<file path="src/rtl/core/u8dec_pkg.sv">
package u8dec_pkg;

    localparam int unsigned CpWidth   = 21;
    localparam int unsigned UsedWidth = 3;

    localparam logic [CpWidth-1:0]   ReplChar  = 21'h00FFFD;
    localparam logic [CpWidth-1:0]   MaxScalar = 21'h10FFFF;

    localparam logic [UsedWidth-1:0] UsedOne   = 3'd1;
    localparam logic [UsedWidth-1:0] UsedTwo   = 3'd2;
    localparam logic [UsedWidth-1:0] UsedThree = 3'd3;
    localparam logic [UsedWidth-1:0] UsedFour  = 3'd4;

    typedef struct packed {
        logic [7:0] lead_byte;
        logic [7:0] second_byte;
        logic [7:0] third_byte;
        logic [7:0] fourth_byte;
    } t_window;

    typedef struct packed {
        logic [CpWidth-1:0]   code_point;
        logic [UsedWidth-1:0] bytes_used;
        logic                 replaced;
    } t_result;

    function automatic logic is_cont(input logic [7:0] b);
        is_cont = (b[7:6] == 2'b10);
    endfunction

endpackage

</file>
<file path="src/rtl/core/utf8_rune_decoder_core.sv">
// Channel  Dir  Handshake                Payload
// in       in   i_in_valid/o_in_stall    i_lead_byte, i_second_byte, i_third_byte, i_fourth_byte
// out      out  o_out_valid/i_out_stall  o_code_point, o_bytes_used, o_replaced
//
// One request is accepted per cycle while o_in_stall is low; the window is captured
// in an input register, decoded by shallow logic, and held in a result register
// before it is presented, so the rate is set by that single register-to-register path.
// Reset is synchronous and active low and clears both valid flags.
// A stalled result holds in the result register while the input register still
// takes one more request; input stalls only when both registers are full and the
// output is stalled.
module utf8_rune_decoder_core
    import u8dec_pkg::*;
(
    input  logic                 i_clk,
    input  logic                 i_rst_n,
    input  logic                 i_in_valid,
    output logic                 o_in_stall,
    input  logic [7:0]           i_lead_byte,
    input  logic [7:0]           i_second_byte,
    input  logic [7:0]           i_third_byte,
    input  logic [7:0]           i_fourth_byte,
    output logic                 o_out_valid,
    input  logic                 i_out_stall,
    output logic [CpWidth-1:0]   o_code_point,
    output logic [UsedWidth-1:0] o_bytes_used,
    output logic                 o_replaced
);

    logic    r_s1_valid;
    logic    n_s1_valid;
    t_window r_window;
    logic    r_out_valid;
    logic    n_out_valid;
    t_result r_result;
    t_result dec_result;
    logic    out_load;
    logic    s1_load;

    assign out_load   = !r_out_valid || !i_out_stall;
    assign s1_load    = !r_s1_valid || out_load;
    assign o_in_stall = !s1_load;

    assign n_s1_valid  = s1_load ? i_in_valid : r_s1_valid;
    assign n_out_valid = out_load ? r_s1_valid : r_out_valid;

    u8dec_decode u_decode (
        .i_window (r_window),
        .o_result (dec_result)
    );

    always_ff @(posedge i_clk) begin
        if (!i_rst_n) begin
            r_s1_valid  <= 1'b0;
            r_out_valid <= 1'b0;
        end else begin
            r_s1_valid  <= n_s1_valid;
            r_out_valid <= n_out_valid;
        end
    end

    always_ff @(posedge i_clk) begin
        if (s1_load && i_in_valid) begin
            r_window <= '{lead_byte: i_lead_byte, second_byte: i_second_byte,
                          third_byte: i_third_byte, fourth_byte: i_fourth_byte};
        end
        if (out_load && r_s1_valid) begin
            r_result <= dec_result;
        end
    end

    assign o_out_valid  = r_out_valid;
    assign o_code_point = r_result.code_point;
    assign o_bytes_used = r_result.bytes_used;
    assign o_replaced   = r_result.replaced;

    a_repl_form: assert property (@(posedge i_clk) disable iff (!i_rst_n)
        (o_out_valid && o_replaced) |-> (o_code_point == ReplChar && o_bytes_used == UsedOne))
        else $error("Replacement result has the wrong code point or length.");

    a_valid_range: assert property (@(posedge i_clk) disable iff (!i_rst_n)
        (o_out_valid && !o_replaced) |-> (o_code_point <= MaxScalar &&
            (o_bytes_used == UsedOne || o_bytes_used == UsedTwo ||
             o_bytes_used == UsedThree || o_bytes_used == UsedFour)))
        else $error("Decoded result is out of range.");

    a_ascii_len: assert property (@(posedge i_clk) disable iff (!i_rst_n)
        (o_out_valid && !o_replaced && o_bytes_used == UsedOne) |-> (o_code_point < 21'h80))
        else $error("Single-byte result is not ASCII.");

    a_no_loss: assert property (@(posedge i_clk) disable iff (!i_rst_n)
        (r_s1_valid && o_out_valid && i_out_stall) |=> r_s1_valid)
        else $error("Pending request dropped under stall.");

endmodule

</file>
<file path="src/rtl/core/u8dec_decode.sv">
module u8dec_decode
    import u8dec_pkg::*;
(
    input  t_window i_window,
    output t_result o_result
);

    logic [7:0]         b0;
    logic [7:0]         b1;
    logic [7:0]         b2;
    logic [7:0]         b3;
    logic [CpWidth-1:0] cp_two;
    logic [CpWidth-1:0] cp_three;
    logic [CpWidth-1:0] cp_four;
    t_result            bad;

    assign b0 = i_window.lead_byte;
    assign b1 = i_window.second_byte;
    assign b2 = i_window.third_byte;
    assign b3 = i_window.fourth_byte;

    assign cp_two   = {10'd0, b0[4:0], b1[5:0]};
    assign cp_three = {5'd0, b0[3:0], b1[5:0], b2[5:0]};
    assign cp_four  = {b0[2:0], b1[5:0], b2[5:0], b3[5:0]};

    assign bad = '{code_point: ReplChar, bytes_used: UsedOne, replaced: 1'b1};

    always_comb begin
        o_result = bad;
        if (b0[7] == 1'b0) begin
            o_result = '{code_point: {13'd0, b0}, bytes_used: UsedOne, replaced: 1'b0};
        end else if (b0[7:5] == 3'b110) begin
            if (is_cont(b1)) begin
                o_result = '{code_point: cp_two, bytes_used: UsedTwo, replaced: 1'b0};
            end
        end else if (b0[7:4] == 4'b1110) begin
            if (is_cont(b1) && is_cont(b2)) begin
                o_result = '{code_point: cp_three, bytes_used: UsedThree, replaced: 1'b0};
            end
        end else if (b0[7:3] == 5'b11110) begin
            if (is_cont(b1) && is_cont(b2) && is_cont(b3) && (cp_four <= MaxScalar)) begin
                o_result = '{code_point: cp_four, bytes_used: UsedFour, replaced: 1'b0};
            end
        end
    end

endmodule

</file>
<file path="config.mk">
export PLATFORM = sky130hd
export DESIGN_NAME = utf8_rune_decoder_core
export DESIGN_NICKNAME = d
export VERILOG_FILES = /design/src/rtl/core/u8dec_pkg.sv /design/src/rtl/core/utf8_rune_decoder_core.sv /design/src/rtl/core/u8dec_decode.sv
export SDC_FILE = /design/constraint.sdc
export NUM_CORES = 1
export LEC_CHECK = 0
export BUFFER_PORTS_ARGS = -buffer_cell sky130_fd_sc_hd__buf_2
export CELL_PAD_IN_SITES_DETAIL_PLACEMENT = 0
export CELL_PAD_IN_SITES_GLOBAL_PLACEMENT = 1
export CORE_MARGIN = 2
export CORE_UTILIZATION = 42
export CTS_BUF_LIST = sky130_fd_sc_hd__clkbuf_8 sky130_fd_sc_hd__clkbuf_16
export CTS_CLUSTER_SIZE = 24
export DETAILED_ROUTE_END_ITERATION = 8
export PLACE_DENSITY_LB_ADDON = 0.1
export SLEW_MARGIN = 0
export SYNTH_ARGS = -nofsm -noshare
export SYNTH_HDL_FRONTEND = slang
export SYNTH_HIERARCHICAL = 1
export SYNTH_SLANG_ARGS = --single-unit
</file>
<file path="constraint.sdc">
create_clock -name i_clk -period 3.78 [get_ports i_clk]
set_input_delay 0.378 -clock i_clk [delete_from_list [all_inputs] [get_ports i_clk]]
set_output_delay 0.378 -clock i_clk [all_outputs]
set_load 0.1 [all_outputs]
</file>
==> results of run 1 <==
-- per-stage QoR --
stage | setup WS, ns | power (uW) | util (%) | cells
floorplan | 0.6655 | 921.0 | - | 141
global placement | 1.760 | 962.4 | 50.07 | 272
detailed placement | 1.642 | 965.9 | 50.07 | 272
CTS | 1.652 | 1411 | 52.82 | 287
global route | 1.458 | 1459 | 52.82 | 287
finish | 1.621 | 1398 | 52.82 | 287
-- cell type report --
| cell class | count | area (um2) | area share, % |
|---|---|---|---|
| clock buffer | 9 | 123.9 | 4.338 |
| clock inverter | 6 | 25.02 | 0.8764 |
| multi-input combinational | 67 | 501.7 | 17.57 |
| inverter | 10 | 37.54 | 1.315 |
| timing repair buffer | 64 | 325.3 | 11.39 |
| tap | 72 | 90.09 | 3.155 |
| sequential | 59 | 1752 | 61.35 |
-- Yosys cell counts (all sizes together), types with 3 or more instances --
master,number
edfxtp,57
nor2,17
inv,10
o221ai,10
o22ai,6
buf,5
a21oi,4
and2,4
o221a,4
nor2b,3
o21ai,3
-- power by group --
part	switching, uW	leakage [uW]	internal, uW	total, uW
Sequential	21.6	0.000556	758	780
Combinational	132	0.000471	39.0	171
Clock	226	0.0000826	222	447
-- cells by family (layout without fill, tap and decap cells) --
kind of cell	after synthesis	count (layout)	share of synthesized area [%]
AOI/OAI and AO/OA	34	34	12.03
and+or+nand+nor	33	33	9.336
buffers and inverters	15	89	3.076
DFF	59	59	75.55
-- flip-flops by register name, indices dropped and copies added (netlist names) --
name	count
o_out_valid	1
r_window	32
o_replaced	1
o_code_point	21
r_s1_valid	1
o_bytes_used	3
-- per-layer routing --
layer / up-vias / global-route usage (%)
met1: 688 / 18.92
met3: 7 / 5.977
met4: 0 / 7.895
met5: - / 0
met2: 52 / 25.26
li1: 696 / -
-- worst max path at each step --
stage | start | to | slack, ns
6_report | r_window[31] | o_code_point[3] | 1.62
5_1_grt | r_window[31] | o_code_point[3] | 1.46
4_1_cts | r_window[31] | o_code_point[5] | 1.65
3_5_place_dp | r_window[31] | o_code_point[5] | 1.64
3_3_place_gp | r_window[31] | o_code_point[0] | 1.76
2_1_floorplan | o_out_valid | o_bytes_used[0] | 0.67
==> results_dict.tcl, run 1 <==
set metrics [dict create \
    clkSinkCount 59 \
    grt-ovfl-total 0 \
    path_depth 4 \
    grt_max_degree 33 \
    r2r_end "o_code_point[3]" \
    period_minus_slack_ns 2.159 \
    yosys_register_bits 59 \
    top_layer_used "met4" \
    synth_edf_count 57 \
    cp_slowest_cell "edfxtp_1" \
    worstHoldStart "i_fourth_byte[1]" \
    critPathMaxStageDelay_ns 0.76 \
    fin_worst_skew_ns 0.007800 \
    min_to "r_window[1]" \
    rsz0062_at_grt "no" \
    post_drt_wl_per_cell_um 14.95 \
    cts_tree "yes" \
    areaGrowthSynthToFinish_pct 23.15 \
    leakage_uw 0.001110 \
    peakVddDrop_mv 0.2843 \
    setup.worst_path.end_class "flop" \
    crit_path_max_fanout 24 \
    r2r_start "r_window[31]" \
    syn_nets 177 \
    cts_made_buffers 9 \
    syn_area_per_cell_um2 16.44 \
    critPathTopFamily "flip-flops" \
    clk_latency_ns 0.33 \
    clkTransAtPathRegs_ns 0.06 \
    placed_cell_area_um2 2706 \
    hpwl_um 3002 \
    pin_count 63 \
    yosysSeqAreaShare_pct 75.55 \
    cts-root-buf "clkbuf_8" \
    postSynth.asyncResetShare_pct 0 \
    start_util_pct 42.89 \
    postCtsSetupBuffers 0 \
    cts_resized 0 \
    status "finished, final reports clean" \
    layout-drive-gt1-share_pct 44.19 \
    drtAntennaViolNets 0 \
    fin_crit_sh_pct 57.13 \
    yosysTopAreaCell "edfxtp_1" \
    yosys_warnings 6 \
    nets 247 \
    dr_wl_met2_um 2188 \
    whs_ns 0.2166 \
    met3WireLength_um 271 \
    worstMarginPinSlew_ns 0.6531 \
    critPathBufInv 0 \
    maxCapViolCount 0 \
    grt_pass1_vias 1473 \
    track_usage_pct 15.86 \
    cp_data_arrival_time_ns 2.21 \
    yosys-top-cells-area "edfxtp_1, o221ai_1, nor2_1" \
    power_density_nw_per_um2 489.6 \
    vias 1443 \
    synth_top_area_share_pct 73.83 \
    hold_viol 0 \
    antennaDiodeCount 0 \
    synthCells 141 \
    path_cells "and3_2 > nand3_2 > o221ai_1 > o22ai_1" \
    io_buffers 62 \
    remaining_drc_errors 0 \
    die_area_um2 6130 \
    slew_headroom_pct 56.46 \
    antenna_found_initial 0 \
    hold_class "input port to flop" \
    fin_tns_setup_ns 0 \
    cp-start-kind "flop" \
    finalSetupViolations 0 \
    synthFlopType "edfxtp_1" \
    viasPerCell 5.028 \
    clock.fmax_mhz 463.1 \
    critPathKind "flop to flop" \
    clockBufferDepth 2 \
    drtIter0Drc 135 \
    final_common_cell "buf_2" \
    num-fill-cells 473 \
    netlist_area_um2 2318 \
    r2r_slack_ns 1.62 \
    yosysUniqueCellTypes 31 \
    design_area_um2 2855 \
    mostFrequentLayoutCells "buf_2, edfxtp_1, nor2_1" \
    worstPathRequired_ns 3.83 \
    holdBufCountCts 0 \
    die_y_um 78.30 \
    routed_wl_um 4291 \
    die_w_um 78.30 \
    drv_slew 0 \
    r2r_cells 4 \
    core_um2 5405 \
    worst_hold_path.num_cells 1 \
    cts_max_level 3 \
    grt_pass1_wl_um 7113 \
    drt-pass1-iter-count 4 \
    wl_met1_um 1762 \
    rows 27 \
    routabilityCongestion 0.8219 \
]
No activity file was read; power rests on OpenSTA's default activity.
==> run 2, diff against run 1 <==
==> constraint.sdc (replaced) <==
create_clock -name i_clk -period 2.25 [get_ports i_clk]
set_input_delay 0.225 -clock i_clk [delete_from_list [all_inputs] [get_ports i_clk]]
set_output_delay 0.225 -clock i_clk [all_outputs]
set_load 0.1 [all_outputs]
==> results_dict.tcl, run 2 (same netlist as run 1, synthesis figures left out) <==
set metrics [dict create \
    status "finished, final reports clean" \
    drtIter0Drc 108 \
    cp_data_arrival_time_ns 1.93 \
    io_buffers 62 \
    crit_path_max_fanout 18 \
    clkTransAtPathRegs_ns 0.06 \
    drtAntennaViolNets 0 \
    period_minus_slack_ns 1.846 \
    worstMarginPinSlew_ns 0.4887 \
    slew_headroom_pct 67.65 \
    worstPathRequired_ns 2.33 \
    r2r_start "r_window[25]" \
    hpwl_um 2847 \
    critPathBufInv 0 \
    mostFrequentLayoutCells "buf_2, edfxtp_1, nor2_1" \
    cp-endpoint "o_code_point[14]" \
    r2r_cells 3 \
    maxCapViolCount 0 \
    fin_tns_setup_ns 0 \
    final_common_cell "buf_2" \
    layout-drive-gt1-share_pct 44.70 \
    hold_viol 0 \
    die_area_um2 6130 \
    grt-ovfl-total 0 \
    setup.worst_path.start "r_window[25]" \
    largest-register "r_window" \
    routabilityCongestion 0.7502 \
    power.switching_uw 621.5 \
    rsz0062_at_grt "no" \
    die_w_um 78.30 \
    critPathMaxStageDelay_ns 0.47 \
    largest_register_ffs 32 \
    core_um2 5405 \
    final-seq-area_um2 1752 \
    power_density_nw_per_um2 812.4 \
    seq_power_share_pct 55.8 \
    antennaDiodeCount 0 \
    peakVddDrop_mv 0.5389 \
    critPathKind "flop to flop" \
    nets 249 \
    postCtsSetupBuffers 0 \
    num-fill-cells 480 \
    cp_slowest_cell "edfxtp_1" \
    drt-pass1-iter-count 4 \
    cts_tree "yes" \
    grt_max_degree 33 \
    cts_resized 0 \
    path_cells "o41ai_4 > nand4_4 > o221a_2" \
    r2r_end "o_code_point[14]" \
    areaGrowthSynthToFinish_pct 24.02 \
    post_drt_wl_per_cell_um 14.55 \
    multi_input_area_um2 506.7 \
    remaining_drc_errors 0 \
    finalSetupViolations 0 \
    setup.worst_path.end_class "flop" \
    holdBufCountCts 0 \
    routed_wl_um 4204 \
    r2r_slack_ns 0.40 \
    fin_worst_skew_ns 0.005993 \
    antenna_found_initial 0 \
    cp-start-kind "flop" \
    path_depth 3 \
    pin_count 63 \
    drv_slew 0 \
    hold_class "input port to flop" \
    cts-root-buf "clkbuf_8" \
    critPathTopFamily "compound AO/OA/AOI/OAI gates" \
    cts_max_level 3 \
    clockBufferDepth 2 \
    clkSinkCount 59 \
    die_y_um 78.30 \
    cts_made_buffers 9 \
    clk_latency_ns 0.33 \
    clock.fmax_mhz 541.8 \
    leakage_uw 0.001124 \
    rows 27 \
    fin_crit_sh_pct 82.03 \
    start_util_pct 42.89 \
    p_int_uw 1714 \
    grt_pass1_vias 1436 \
    track_usage_pct 15.06 \
    viasPerCell 4.976 \
    total_power_uw 2336 \
    clock_power_share_pct 31.5 \
    switching_share_pct 26.61 \
    grt_pass1_wl_um 6803 \
    p_comb_share_pct 12.7 \
    vias 1438 \
]
run 2: cell count changes in the layout (fill, tap and decap cells not counted):
| cell | before | now |
|---|---|---|
| nor2b_2 | 1 | 0 |
| buf_4 | 2 | 4 |
| nor2b_4 | 0 | 1 |
run 2: cell type report:
cell class / count / share of cell area, %
sequential: 59 / 60.92
multi-input combinational: 67 / 17.62
tap: 72 / 3.133
clock buffer: 9 / 4.308
timing repair buffer: 66 / 11.84
inverter: 10 / 1.305
clock inverter: 6 / 0.8703
run 2: worst min path at each step:
stage	from	to	slack, ns	cells past startpoint
2_1_floorplan	i_fourth_byte[0]	r_window[0]	0.32	0
3_3_place_gp	i_fourth_byte[7]	r_window[7]	0.40	1
3_5_place_dp	i_lead_byte[4]	r_window[28]	0.40	1
4_1_cts	i_second_byte[1]	r_window[17]	0.06	1
5_1_grt	i_second_byte[3]	r_window[19]	0.05	1
6_report	i_fourth_byte[0]	r_window[0]	0.07	1
run 2: power by group through the flow:
stage                     logic, uW  registers [uW]  clock network, uW
after floorplan                67.4            1480                  0
after global placement          294            1320                  0
after detailed placement        298            1330                  0
after CTS                       299            1300                756
after global routing            313            1310                807
final                           297            1300                736
run 2: per-stage QoR:
stage | utilization (%) | setup WS [ns] | hold slack [ns] | cell area, um2 | cells
after global placement | 50.44 | 0.4474 | 0.4008 | 2726 | 274
after CTS | 53.19 | 0.3714 | 0.05696 | 2875 | 289
after detailed placement | 50.44 | 0.3833 | 0.4031 | 2726 | 274
after global routing | 53.19 | 0.2816 | 0.04941 | 2875 | 289
after floorplan | - | 0.1860 | 0.3239 | 2330 | 141
final | 53.19 | 0.4043 | 0.06942 | 2875 | 289
run 2: routing by layer:
| metal | track usage [%] | wire [um] | up-vias |
|---|---|---|---|
| li1 | - | - | 701 |
| met1 | 17.01 | 1771 | 683 |
| met2 | 25.34 | 2139 | 46 |
| met3 | 3.678 | 199 | 8 |
| met4 | 10.00 | 94 | 0 |
| met5 | 0 | 0 | - |
==> run 3, diff against run 2 <==
--- a/config.mk
+++ b/config.mk
@@ -5,11 +5,12 @@
 export SDC_FILE = /design/constraint.sdc
 export NUM_CORES = 1
 export LEC_CHECK = 0
+export ABC_AREA = 1
 export BUFFER_PORTS_ARGS = -buffer_cell sky130_fd_sc_hd__buf_2
 export CELL_PAD_IN_SITES_DETAIL_PLACEMENT = 0
 export CELL_PAD_IN_SITES_GLOBAL_PLACEMENT = 1
 export CORE_MARGIN = 2
-export CORE_UTILIZATION = 42
+export CORE_UTILIZATION = 40
 export CTS_BUF_LIST = sky130_fd_sc_hd__clkbuf_8 sky130_fd_sc_hd__clkbuf_16
 export CTS_CLUSTER_SIZE = 24
 export DETAILED_ROUTE_END_ITERATION = 8
==> constraint.sdc (replaced) <==
create_clock -name i_clk -period 1.9 [get_ports i_clk]
set_input_delay 0.19 -clock i_clk [delete_from_list [all_inputs] [get_ports i_clk]]
set_output_delay 0.19 -clock i_clk [all_outputs]
set_load 0.1 [all_outputs]
==> results_dict.tcl, run 3 <==
set metrics [dict create \
    cp_slowest_cell "edfxtp_1" \
    maxCapViolCount 0 \
    setup.worst_path.end_class "flop" \
    worstMarginPinSlew_ns 0.5219 \
    critPathKind "flop to flop" \
    clock_power_share_pct 31.9 \
    yosysTopAreaCell "edfxtp_1" \
    drtIter0Drc 120 \
    die_w_um 84.14 \
    cts_resized 0 \
    largest_register_ffs 32 \
    viasPerCell 4.553 \
    areaGrowthSynthToFinish_pct 24.65 \
    track_usage_pct 16.58 \
    yosysUniqueCellTypes 18 \
    routed_wl_um 5358 \
    vias 1844 \
    clock.fmax_mhz 583.7 \
    postCtsSetupBuffers 0 \
    mostFrequentLayoutCells "buf_2, edfxtp_1, inv_1" \
    fin_tns_setup_ns 0 \
    synth_top_area_share_pct 66.63 \
    cp-start-kind "flop" \
    placed_cell_area_um2 3018 \
    rows 29 \
    largest-register "r_window" \
    yosys_register_bits 59 \
    switching_share_pct 27.48 \
    leakage_uw 0.001500 \
    seq_power_share_pct 54.7 \
    netlist_area_um2 2569 \
    layout-drive-gt1-share_pct 27.44 \
    synth_edf_count 57 \
    fin_crit_sh_pct 90.17 \
    grt_pass1_vias 1759 \
    cts_max_level 3 \
    cts-root-buf "clkbuf_8" \
    power.switching_uw 772.1 \
    rsz0062_at_grt "no" \
    io_buffers 62 \
    cp_data_arrival_time_ns 1.81 \
    clk_latency_ns 0.33 \
    crit_path_max_fanout 9 \
    post_drt_wl_per_cell_um 13.23 \
    nets 359 \
    die_y_um 84.14 \
    postSynth.asyncResetShare_pct 0 \
    antenna_found_initial 0 \
    path_cells "inv_1 > nand2_1 > nor2_1 > nand2_1 > inv_2 > nand2_1 > nand3_1 > inv_1" \
    grt-ovfl-total 0 \
    r2r_slack_ns 0.19 \
    r2r_cells 8 \
    num-fill-cells 626 \
    peakVddDrop_mv 0.4876 \
    path_depth 8 \
    grt_pass1_wl_um 8721 \
    synthFlopType "edfxtp_1" \
    syn_area_per_cell_um2 10.48 \
    drtAntennaViolNets 0 \
    yosys-top-cells-area "edfxtp_1, nand2_1, inv_1" \
    syn_nets 281 \
    pin_count 63 \
    synthCells 245 \
    hold_viol 0 \
    cts_made_buffers 9 \
    antennaDiodeCount 0 \
    holdBufCountCts 0 \
    clkSinkCount 59 \
    yosysSeqAreaShare_pct 68.19 \
    drv_slew 0 \
    critPathBufInv 3 \
    fin_worst_skew_ns 0.005166 \
    p_comb_share_pct 13.4 \
    final-seq-area_um2 1753 \
    yosysMostFrequentCell "edfxtp_1" \
    slew_headroom_pct 65.17 \
    final_common_cell "buf_2" \
    core_um2 6277 \
    cp-endpoint "o_code_point[9]" \
    clkTransAtPathRegs_ns 0.06 \
    r2r_end "o_code_point[9]" \
    clockBufferDepth 2 \
    status "finished, final reports clean" \
    worstPathRequired_ns 1.99 \
    critPathMaxStageDelay_ns 0.44 \
    multi_input_area_um2 598.1 \
    setup.worst_path.start "r_window[28]" \
    worst_hold_path.num_cells 1 \
    cts_tree "yes" \
    hpwl_um 3911 \
    finalSetupViolations 0 \
    routabilityCongestion 0.8996 \
    synth_common_cells "edfxtp_1, nand2_1, inv_1" \
    critPathTopFamily "simple AND/OR/NAND/NOR gates" \
    die_area_um2 7079 \
    design_area_um2 3202 \
    drt-pass1-iter-count 4 \
    p_int_uw 2038 \
    r2r_start "r_window[28]" \
    remaining_drc_errors 0 \
    period_minus_slack_ns 1.713 \
    crit_top_cell "nand2_1" \
    start_util_pct 40.92 \
    power_density_nw_per_um2 877.5 \
    yosys_warnings 6 \
    hold_class "input port to flop" \
    grt_max_degree 33 \
]
run 3: logic make-up (layout without fill, tap and decap cells):
| family | count (synthesis) | in the layout | synth area share, % |
|---|---|---|---|
| simple gates | 114 | 114 | 19.68 |
| flops | 59 | 59 | 68.19 |
| buf+inv | 57 | 140 | 8.670 |
| compound gates | 15 | 15 | 3.458 |
run 3: through the flow:
stage               hold slack [ns]  util [%]  total power [uW]  setup WS (ns)  instances
floorplan                    0.2889         -              1831         0.1602        245
global placement             0.3663     48.08              1934         0.2523        386
detailed placement           0.3681     48.08              1938         0.2062        386
CTS                        0.008627     50.53              2846         0.2050        402
global route            0.000002803     51.01              2961        0.01768        405
finish                      0.02929     51.01              2810         0.1868        405
run 3: how the worst min path moves through the flow:
stage                     startpoint            to
global route        i_second_byte[6]  r_window[22]
detailed placement   i_third_byte[4]  r_window[12]
floorplan           i_fourth_byte[0]   r_window[0]
finish              i_second_byte[3]  r_window[19]
global placement    i_fourth_byte[0]   r_window[0]
CTS                  i_third_byte[1]   r_window[9]
run 3: metal layers:
layer	part of all wire, %	track usage, %	up-vias
met5	0	0	-
met4	1.3	7.478	0
met3	6.5	6.096	6
met2	44	22.87	64
met1	48	23.41	813
li1	-	-	961
run 3: area by class of cell:
| cell class | instances | share of cell area (%) |
|---|---|---|
| clock buffers | 9 | 3.869 |
| clock inverters | 7 | 0.9379 |
| inverters | 52 | 6.096 |
| multi-input cells | 129 | 18.68 |
| flip-flops and latches | 59 | 54.75 |
| well taps | 77 | 3.009 |
| repair buffers | 72 | 12.66 |
run 3: worst reg2reg max path, delay by kind of cell (launching register included):
family	cells	cell delay [ns]
simple gates	5	0.70
flops	1	0.44
buf+inv	3	0.35
run 3: power groups by stage:
stage                     clock, uW  sequential (uW)  combinational [uW]
after detailed placement          0             1560                 373
after global routing           1010             1540                 406
after floorplan                   0             1720                 110
after global placement            0             1560                 370
final                           897             1540                 376
after CTS                       935             1540                 374
